===== config.mk =====
export PLATFORM = sky130hd
export DESIGN_NAME = software_timer_table
export DESIGN_NICKNAME = d
export VERILOG_FILES = /design/src/stt_pkg.sv /design/src/software_timer_table.sv
export SDC_FILE = /design/constraint.sdc
export NUM_CORES = 1
export LEC_CHECK = 0
export ABC_CLOCK_PERIOD_IN_PS = 10950
export CORE_UTILIZATION = 40
export CTS_CLUSTER_SIZE = 30
export DETAILED_ROUTE_END_ITERATION = 10
export DONT_BUFFER_PORTS = 1
export PLACE_DENSITY_LB_ADDON = 0.08
export SKIP_LAST_GASP = 1
export SLEW_MARGIN = 20
export SYNTH_ARGS = -nofsm -noshare
export SYNTH_HDL_FRONTEND = slang
export SYNTH_SLANG_ARGS = --single-unit

===== constraint.sdc =====
create_clock -name aclk -period 10.95 [get_ports aclk]
set_clock_uncertainty 0.2 [all_clocks]
set_input_delay 2.7375 -clock aclk [delete_from_list [all_inputs] [get_ports aclk]]
set_output_delay 2.7375 -clock aclk [all_outputs]
set_load 0.005 [all_outputs]

===== src/stt_pkg.sv =====
// ----------------------------------------------------------------------------
// Software timer table package
// Shared constants, codes and types for the software timer table.
// ----------------------------------------------------------------------------
package stt_pkg;

    localparam int NUM_ENTRIES = 8;
    localparam int RESULT_CAP  = 8;
    localparam int IDX_W       = (NUM_ENTRIES > 1) ? $clog2(NUM_ENTRIES) : 1;
    localparam int CNT_W       = $clog2(NUM_ENTRIES + 1);
    localparam int EV_W        = $clog2(RESULT_CAP + 1);

    localparam int ID_W     = 16;
    localparam int TIME_W   = 32;
    localparam int TICK_W   = 16;
    localparam int STATUS_W = 3;
    localparam int OP_W     = 2;

    // consumer_id, periodic, period_time packed from bit 0, padded to bytes
    localparam int S_FIELD_W = ID_W + 1 + TIME_W;
    localparam int S_TDATA_W = ((S_FIELD_W + 7) / 8) * 8;
    // status, fired_id packed from bit 0, padded to bytes
    localparam int M_FIELD_W = STATUS_W + ID_W;
    localparam int M_TDATA_W = ((M_FIELD_W + 7) / 8) * 8;

    localparam logic [OP_W-1:0] OP_START = 2'd0;
    localparam logic [OP_W-1:0] OP_STOP  = 2'd1;
    localparam logic [OP_W-1:0] OP_TICK  = 2'd2;

    localparam logic [STATUS_W-1:0] STAT_OK        = 3'd0;
    localparam logic [STATUS_W-1:0] STAT_NOT_INIT  = 3'd1;
    localparam logic [STATUS_W-1:0] STAT_FULL      = 3'd2;
    localparam logic [STATUS_W-1:0] STAT_DUPLICATE = 3'd3;
    localparam logic [STATUS_W-1:0] STAT_NOT_FOUND = 3'd4;

    localparam logic KIND_STATUS = 1'b0;
    localparam logic KIND_EXPIRY = 1'b1;

    localparam logic REG_ENABLED   = 1'b0;
    localparam logic REG_TICK_TIME = 1'b1;

    typedef enum logic [1:0] {
        S_IDLE,
        S_SCAN,
        S_SWEEP,
        S_FLUSH
    } stt_state_t;

    typedef struct packed {
        logic [ID_W-1:0]   id;
        logic [TIME_W-1:0] period;
        logic [TIME_W-1:0] count;
        logic              periodic;
    } entry_t;

endpackage


===== src/software_timer_table.sv =====
// ----------------------------------------------------------------------------
// Software timer table
// Table of consumer timers driven by start, stop and base tick transactions.
// ----------------------------------------------------------------------------
// Start and stop search the filled entries through the table memory read
// port, one entry per cycle; the flush state then hands the status to the
// output register once it is free. A dispatch tick sweeps every entry, one
// per cycle while the output does not stall. A start on a full table reuses
// the first inactive entry without a search. One item is in work at a time;
// a result waiting in the output register does not block input.
// Reset clears control, active bits and counters; the table memory is not
// cleared, as entries are qualified by the fill count and the active bits.
module software_timer_table (
    input  logic                           aclk,
    input  logic                           aresetn,
    // input stream
    input  logic                           s_axis_tvalid,
    output logic                           s_axis_tready,
    // [15:0] consumer_id, [16] periodic, [48:17] period_time
    input  logic [stt_pkg::S_TDATA_W-1:0]  s_axis_tdata,
    // [1:0] operation
    input  logic [stt_pkg::OP_W-1:0]       s_axis_tuser,
    // result stream
    output logic                           m_axis_tvalid,
    input  logic                           m_axis_tready,
    // [2:0] status, [18:3] fired_id
    output logic [stt_pkg::M_TDATA_W-1:0]  m_axis_tdata,
    // [0] kind
    output logic                           m_axis_tuser,
    output logic                           m_axis_tlast,
    // configuration writes
    input  logic                           cfg_valid,
    output logic                           cfg_ready,
    input  logic                           cfg_index,
    input  logic [stt_pkg::TICK_W-1:0]     cfg_data
);
    import stt_pkg::*;

    // configuration
    logic              enabled_reg;
    logic [TICK_W-1:0] tick_time_reg;

    // control
    stt_state_t        state_reg, state_next;
    logic [IDX_W-1:0]  idx_reg, idx_next;
    logic [CNT_W-1:0]  fill_reg, fill_next;
    logic [TICK_W-1:0] base_reg, base_next;
    logic [EV_W-1:0]   n_reg, n_next;
    logic [NUM_ENTRIES-1:0] active_reg, active_next;

    // captured item
    logic              op_reg;          // 1: stop, 0: start (only used in scan)
    logic [ID_W-1:0]   id_reg;
    logic              pd_reg;
    logic [TIME_W-1:0] per_reg;
    logic              capture;

    // one-deep pending result, held until we know whether it is the last
    logic                pend_valid_reg, pend_valid_next;
    logic                pend_kind_reg, pend_kind_next;
    logic [STATUS_W-1:0] pend_status_reg, pend_status_next;
    logic [ID_W-1:0]     pend_id_reg, pend_id_next;

    // output register
    logic                out_valid_reg, out_valid_next;
    logic                out_kind_reg, out_kind_next;
    logic [STATUS_W-1:0] out_status_reg, out_status_next;
    logic [ID_W-1:0]     out_id_reg, out_id_next;
    logic                out_last_reg, out_last_next;
    logic                out_free;

    // table memory
    entry_t           mem [NUM_ENTRIES];
    entry_t           rdata_reg;
    logic             wr_en;
    logic [IDX_W-1:0] wr_addr;
    entry_t           wr_data;
    logic [IDX_W-1:0] rd_addr;

    // input fields
    logic [OP_W-1:0]   in_op;
    logic [ID_W-1:0]   in_id;
    logic              in_pd;
    logic [TIME_W-1:0] in_per;

    // helpers
    logic              free_hit;
    logic [IDX_W-1:0]  free_idx;
    logic [TICK_W-1:0] base_inc;
    logic [TIME_W:0]   sum;
    logic [TIME_W-1:0] new_count;
    logic              fire;
    logic              stall;
    logic              id_match;
    logic              scan_last;
    logic              sweep_last;
    logic [NUM_ENTRIES-1:0] filled_mask;

    assign in_op  = s_axis_tuser;
    assign in_id  = s_axis_tdata[ID_W-1:0];
    assign in_pd  = s_axis_tdata[ID_W];
    assign in_per = s_axis_tdata[ID_W+1 +: TIME_W];

    assign s_axis_tready = (state_reg == S_IDLE);
    assign cfg_ready     = 1'b1;

    assign m_axis_tvalid = out_valid_reg;
    assign m_axis_tdata  = {{(M_TDATA_W-M_FIELD_W){1'b0}}, out_id_reg, out_status_reg};
    assign m_axis_tuser  = out_kind_reg;
    assign m_axis_tlast  = out_last_reg;
    assign out_free      = !out_valid_reg || m_axis_tready;

    // ------------------------------------------------------------------------
    // configuration registers
    // ------------------------------------------------------------------------
    always_ff @(posedge aclk) begin
        if (!aresetn) begin
            enabled_reg   <= 1'b0;
            tick_time_reg <= TICK_W'(1);
        end else if (cfg_valid && cfg_ready) begin
            case (cfg_index)
                REG_ENABLED:   enabled_reg   <= cfg_data[0];
                REG_TICK_TIME: tick_time_reg <= cfg_data;
                default: ;
            endcase
        end
    end

    // ------------------------------------------------------------------------
    // table memory: one write port, one registered read port
    // ------------------------------------------------------------------------
    always_ff @(posedge aclk) begin
        if (wr_en) begin
            mem[wr_addr] <= wr_data;
        end
        rdata_reg <= mem[rd_addr];
    end

    // first inactive entry, used when the table is full
    always_comb begin
        free_hit = 1'b0;
        free_idx = '0;
        for (int i = NUM_ENTRIES - 1; i >= 0; i--) begin
            if (!active_reg[i]) begin
                free_hit = 1'b1;
                free_idx = IDX_W'(i);
            end
        end
    end

    always_comb begin
        for (int i = 0; i < NUM_ENTRIES; i++) begin
            filled_mask[i] = (CNT_W'(i) < fill_reg);
        end
    end

    assign base_inc   = base_reg + TICK_W'(1);
    assign sum        = {1'b0, rdata_reg.count} + (TIME_W + 1)'(tick_time_reg);
    assign new_count  = sum[TIME_W] ? {TIME_W{1'b1}} : sum[TIME_W-1:0];
    assign fire       = active_reg[idx_reg] && (new_count >= rdata_reg.period)
                        && (n_reg < EV_W'(RESULT_CAP));
    assign stall      = fire && pend_valid_reg && !out_free;
    assign id_match   = (rdata_reg.id == id_reg);
    assign scan_last  = ((CNT_W'(idx_reg) + CNT_W'(1)) == fill_reg);
    assign sweep_last = (idx_reg == IDX_W'(NUM_ENTRIES - 1));

    // ------------------------------------------------------------------------
    // control registers
    // ------------------------------------------------------------------------
    always_ff @(posedge aclk) begin
        if (!aresetn) begin
            state_reg      <= S_IDLE;
            idx_reg        <= '0;
            fill_reg       <= '0;
            base_reg       <= '0;
            n_reg          <= '0;
            active_reg     <= '0;
            pend_valid_reg <= 1'b0;
            out_valid_reg  <= 1'b0;
        end else begin
            state_reg      <= state_next;
            idx_reg        <= idx_next;
            fill_reg       <= fill_next;
            base_reg       <= base_next;
            n_reg          <= n_next;
            active_reg     <= active_next;
            pend_valid_reg <= pend_valid_next;
            out_valid_reg  <= out_valid_next;
        end
    end

    // payload registers
    always_ff @(posedge aclk) begin
        if (capture) begin
            op_reg  <= (in_op == OP_STOP);
            id_reg  <= in_id;
            pd_reg  <= in_pd;
            per_reg <= in_per;
        end
        pend_kind_reg   <= pend_kind_next;
        pend_status_reg <= pend_status_next;
        pend_id_reg     <= pend_id_next;
        out_kind_reg    <= out_kind_next;
        out_status_reg  <= out_status_next;
        out_id_reg      <= out_id_next;
        out_last_reg    <= out_last_next;
    end

    // ------------------------------------------------------------------------
    // sequencer
    // ------------------------------------------------------------------------
    always_comb begin
        state_next       = state_reg;
        idx_next         = idx_reg;
        fill_next        = fill_reg;
        base_next        = base_reg;
        n_next           = n_reg;
        active_next      = active_reg;
        pend_valid_next  = pend_valid_reg;
        pend_kind_next   = pend_kind_reg;
        pend_status_next = pend_status_reg;
        pend_id_next     = pend_id_reg;
        out_valid_next   = out_valid_reg && !m_axis_tready;
        out_kind_next    = out_kind_reg;
        out_status_next  = out_status_reg;
        out_id_next      = out_id_reg;
        out_last_next    = out_last_reg;
        capture          = 1'b0;
        wr_en            = 1'b0;
        wr_addr          = idx_reg;
        wr_data          = rdata_reg;
        rd_addr          = '0;

        case (state_reg)
            S_IDLE: begin
                if (s_axis_tvalid) begin
                    capture = 1'b1;
                    idx_next = '0;
                    case (in_op)
                        OP_START: begin
                            pend_kind_next = KIND_STATUS;
                            pend_id_next   = '0;
                            if (!enabled_reg) begin
                                pend_valid_next  = 1'b1;
                                pend_status_next = STAT_NOT_INIT;
                                state_next       = S_FLUSH;
                            end else if (fill_reg >= CNT_W'(NUM_ENTRIES)) begin
                                // full: reuse first inactive entry, no ID check
                                pend_valid_next = 1'b1;
                                state_next      = S_FLUSH;
                                if (free_hit) begin
                                    wr_en            = 1'b1;
                                    wr_addr          = free_idx;
                                    wr_data          = '{in_id, in_per, '0, in_pd};
                                    active_next[free_idx] = 1'b1;
                                    pend_status_next = STAT_OK;
                                end else begin
                                    pend_status_next = STAT_FULL;
                                end
                            end else if (fill_reg == '0) begin
                                wr_en            = 1'b1;
                                wr_addr          = '0;
                                wr_data          = '{in_id, in_per, '0, in_pd};
                                active_next[0]   = 1'b1;
                                fill_next        = CNT_W'(1);
                                pend_valid_next  = 1'b1;
                                pend_status_next = STAT_OK;
                                state_next       = S_FLUSH;
                            end else begin
                                state_next = S_SCAN;
                            end
                        end
                        OP_STOP: begin
                            pend_kind_next = KIND_STATUS;
                            pend_id_next   = '0;
                            if (fill_reg == '0) begin
                                pend_valid_next  = 1'b1;
                                pend_status_next = STAT_NOT_FOUND;
                                state_next       = S_FLUSH;
                            end else begin
                                state_next = S_SCAN;
                            end
                        end
                        OP_TICK: begin
                            if (enabled_reg) begin
                                if (base_inc >= tick_time_reg) begin
                                    base_next  = '0;
                                    n_next     = '0;
                                    state_next = S_SWEEP;
                                end else begin
                                    base_next = base_inc;
                                end
                            end
                        end
                        default: ;
                    endcase
                end
            end

            S_SCAN: begin
                if (id_match) begin
                    pend_valid_next = 1'b1;
                    state_next      = S_FLUSH;
                    if (op_reg) begin
                        active_next[idx_reg] = 1'b0;
                        pend_status_next     = STAT_OK;
                    end else begin
                        pend_status_next = STAT_DUPLICATE;
                    end
                end else if (scan_last) begin
                    pend_valid_next = 1'b1;
                    state_next      = S_FLUSH;
                    if (op_reg) begin
                        pend_status_next = STAT_NOT_FOUND;
                    end else begin
                        // append behind the filled entries
                        wr_en            = 1'b1;
                        wr_addr          = fill_reg[IDX_W-1:0];
                        wr_data          = '{id_reg, per_reg, '0, pd_reg};
                        active_next[fill_reg[IDX_W-1:0]] = 1'b1;
                        fill_next        = fill_reg + CNT_W'(1);
                        pend_status_next = STAT_OK;
                    end
                end else begin
                    idx_next = idx_reg + IDX_W'(1);
                    rd_addr  = idx_reg + IDX_W'(1);
                end
            end

            S_SWEEP: begin
                if (stall) begin
                    // hold: re-read the same entry
                    rd_addr = idx_reg;
                end else begin
                    rd_addr       = sweep_last ? '0 : idx_reg + IDX_W'(1);
                    wr_en         = 1'b1;
                    wr_addr       = idx_reg;
                    wr_data.count = (fire && rdata_reg.periodic) ? '0 : new_count;
                    if (fire) begin
                        if (!rdata_reg.periodic) begin
                            active_next[idx_reg] = 1'b0;
                        end
                        n_next = n_reg + EV_W'(1);
                        if (pend_valid_reg) begin
                            out_valid_next  = 1'b1;
                            out_kind_next   = pend_kind_reg;
                            out_status_next = pend_status_reg;
                            out_id_next     = pend_id_reg;
                            out_last_next   = 1'b0;
                        end
                        pend_valid_next  = 1'b1;
                        pend_kind_next   = KIND_EXPIRY;
                        pend_status_next = STAT_OK;
                        pend_id_next     = rdata_reg.id;
                    end
                    if (sweep_last) begin
                        state_next = S_FLUSH;
                    end else begin
                        idx_next = idx_reg + IDX_W'(1);
                    end
                end
            end

            S_FLUSH: begin
                if (!pend_valid_reg) begin
                    state_next = S_IDLE;
                end else if (out_free) begin
                    out_valid_next  = 1'b1;
                    out_kind_next   = pend_kind_reg;
                    out_status_next = pend_status_reg;
                    out_id_next     = pend_id_reg;
                    out_last_next   = 1'b1;
                    pend_valid_next = 1'b0;
                    state_next      = S_IDLE;
                end
            end

            default: begin
                state_next = S_IDLE;
            end
        endcase
    end

    // ------------------------------------------------------------------------
    // assertions
    // ------------------------------------------------------------------------
    a_fill_bound: assert property (@(posedge aclk) disable iff (!aresetn)
        fill_reg <= CNT_W'(NUM_ENTRIES))
        else $error("fill count beyond table depth");

    a_active_filled: assert property (@(posedge aclk) disable iff (!aresetn)
        (active_reg & ~filled_mask) == '0)
        else $error("active entry outside the filled range");

    a_event_cap: assert property (@(posedge aclk) disable iff (!aresetn)
        n_reg <= EV_W'(RESULT_CAP))
        else $error("too many expiry events for one tick");

    a_idle_no_pending: assert property (@(posedge aclk) disable iff (!aresetn)
        state_reg == S_IDLE |-> !pend_valid_reg)
        else $error("pending result left behind in idle");

    a_expiry_status: assert property (@(posedge aclk) disable iff (!aresetn)
        (out_valid_reg && out_kind_reg == KIND_EXPIRY) |-> out_status_reg == STAT_OK)
        else $error("expiry event with nonzero status");

    a_stall_hold: assert property (@(posedge aclk) disable iff (!aresetn)
        (state_reg == S_SWEEP && stall) |=> state_reg == S_SWEEP && $stable(idx_reg))
        else $error("sweep advanced while the event path was stalled");

endmodule

==> reports/results.ini <==
[status]
status = completed

[clock_network]
cts_buffers = 98
post-cts-setup-buffers = 0
cts_max_path_buffers = 3
path_clk_slew_ns = 0.06
htreeDepth = 3
cts-root-buf = clkbuf_16
cts_tree = done
clock_sinks = 876
insertion_delay_ns = 0.68
ctsHoldBuffers = 0
cts_resized = 0

[global_routing]
grt_max_degree = 137
grt_pass1_wl_um = 147000
grt_use_total_pct = 20.7
antenna_found_initial = 0
grt_pass1_vias = 22981
overflow = 0

[timing]
rsz0062_at_grt = false
finalCritPeriodShare_pct = 74.4
tightest_slew_ns = 1.13
worst_slew_margin_rel_pct = 24.6
fmax_mhz = 123
final-setup-viol-count = 0
tns_ns = 0
slew_violations = 0
fin_crit_ns = 8.15
hold_violations = 0
whs_ns = 0.216

[layout]
area_growth_pct = 12.4
largest_reg_flops = 648
finalInstanceArea_um2 = 41700
nFillCells = 8213
final_nets = 3058
drive_gt1_share_pct = 9.55

[routing]
drc = 0
firstDrtPassIters = 6
vias = 23255
antenna_left = 0
avgRoutedWirePerCell_um = 23.1
drt_iter0_markers = 1857
routed_wl_um = 97600
via_per_inst = 5.50

[power_and_ir_drop]
p_per_area_nw_per_um2 = 256
fin_total_pwr_uw = 10700
vdd_drop_max_mv = 0.147
power.leakage_uw = 0.0144

[setup_path]
critPathCaptureType = flop
path_max_fanout = 56
crit_arrival_ns = 8.52
r2r_setup_slack_ns = 2.80
start_kind = flop
path_class = flop to flop
r2r-start = tick_time_reg[5]
r2r_end = rdata_reg[29]
worst_r2r_path_depth = 21
required_ns = 11.32

[min_path]
hp-class = flop to flop
min_from = pend_id_reg[9]
hold-path-endpoint = out_id_reg[9]
holdPathStages = 0

[placement]
dp_hpwl_um = 52500
placed_cell_area_um2 = 38300
gp_congestion = 0.835
numPortBuffers = 0

[floorplanning]
die_h_um = 307
start_util_pct = 40.4
dieArea_um2 = 94000
die_w_um = 307
rows = 111
design.core.area_um2 = 91800
ios = 109

[yosys]
syn_area_per_cell_um2 = 12.7
ys_top_cells_by_area = edfxtp_1 60%, dfxtp_1 7.4%, nand2_1 6.2%
synth_ff_type = edfxtp_1
yosys-top-cells-count = 739 x edfxtp_1, 615 x nand2_1, 137 x dfxtp_1, 135 x nand3_1, 133 x inv_1
synth_area_um2 = 37100
synth.yosys.seq_area_share_pct = 67.2
synth_edf_count = 739
synth_top_area_share_pct = 59.8
ys_types = 78
yosys.area.top_type = edfxtp_1
ys_warn_count = 0
synthArstFlopShare_pct = 0
synth_most_common_cell = edfxtp_1
syn_inst = 2925
synth-seq-cells = 876

[run]
maxCapViolCount = 0

[cell families after synthesis]
| kind of cell | count (synthesis) | synth area share, % |
|---|---|---|
| AO/OA/AOI/OAI | 435 | 8.75 |
| XOR/XNOR | 53 | 1.25 |
| adder cells (fa/ha/maj) | 79 | 2.68 |
| buffers and inverters | 300 | 3.65 |
| flip-flops | 876 | 67.2 |
| multiplexers | 88 | 2.41 |
| other | 2 | 0.0202 |
| AND/OR/NAND/NOR | 1092 | 14.0 |
[where the power goes]
group | internal (uW) | total [uW] | leakage [uW] | switching (uW)
combinational | 782 | 2500 | 0.00486 | 1720
sequential | 4570 | 4820 | 0.00785 | 251
clock | 2020 | 3370 | 0.00167 | 1350
[worst max-delay path by stage]
stage,startpoint,end
6_report,tick_time_reg[5],rdata_reg[29]
5_1_grt,tick_time_reg[0],rdata_reg[59]
4_1_cts,tick_time_reg[0],rdata_reg[29]
3_5_place_dp,tick_time_reg[0],rdata_reg[29]
3_3_place_gp,tick_time_reg[0],rdata_reg[59]
2_1_floorplan,tick_time_reg[0],mem[1][0]
[layout by cell type (no fill, tap or decap), types with 6 or more instances in the layout]
master,n
a211oi_1,7
a21o_1,20
a21oi_1,97
a222oi_1,49
a22o_1,20
a311oi_1,7
a31oi_1,14
a32oi_1,80
and2_1,23
and3_1,99
and4_1,8
buf_12,10
buf_4,27
bufinv_16,11
clkbuf_1,18
clkbuf_16,98
clkbuf_8,16
clkinv_2,28
conb_1,6
dfxtp_1,137
edfxtp_1,739
ha_1,78
inv_1,133
mux2i_1,86
nand2_1,615
nand2b_1,11
nand3_1,135
nand3_2,50
nand3b_1,15
nand4_1,22
nor2_1,60
nor2b_1,11
nor3_1,11
nor4_1,6
o21a_1,10
o21ai_0,57
o31ai_1,8
xnor2_1,35
xor2_1,18
[through the flow]
stage                     util, %  setup WS, ns  instances
after floorplan                 -         0.370       2929
after global placement       41.8          2.87       4042
after detailed placement     41.8          2.81       4042
after CTS                    45.4          2.80       4226
after global routing         45.4          2.41       4226
final                        45.4          2.80       4227
[worst max-delay path, cell delays in order, from the launching register on]
cell and delay, ns:
dfxtp_1 0.38, ha_1 0.39, nand2_1 0.11, or3_1 0.36, o31a_1 0.32, a31oi_1 0.31
a211oi_1 0.15, buf_4 0.20, nor2b_1 0.55, nand3_1 0.27, xor2_1 0.20, nand2_1 0.07
ha_1 0.32, nand4_1 0.19, nor4_1 0.96, and3_1 0.35, a31oi_4 0.21, a22oi_1 0.50
and3_4 1.03, buf_4 0.57, a32oi_1 0.13, and3_1 0.19
[metal layers]
layer	global-route usage (%)	vias up	part of all wire [%]
met5	0	-	0
met4	5.22	0	2.0
met3	3.08	136	4.7
met2	34.0	611	48
met1	28.7	11735	46
li1	-	10773	-
[final cells by class]
| type | instances | area [um2] | share of cell area (%) |
|---|---|---|---|
| diodes | 1 | 2.50 | 0.00600 |
| clock buffers | 132 | 2740 | 6.57 |
| clock inverters | 52 | 624 | 1.50 |
| inverters | 133 | 499 | 1.20 |
| multi-input cells | 1753 | 11000 | 26.3 |
| flip-flops and latches | 876 | 24900 | 59.8 |
| well taps | 1243 | 1560 | 3.73 |
| repair buffers | 37 | 403 | 0.966 |
(Power assumes the default switching activity.)
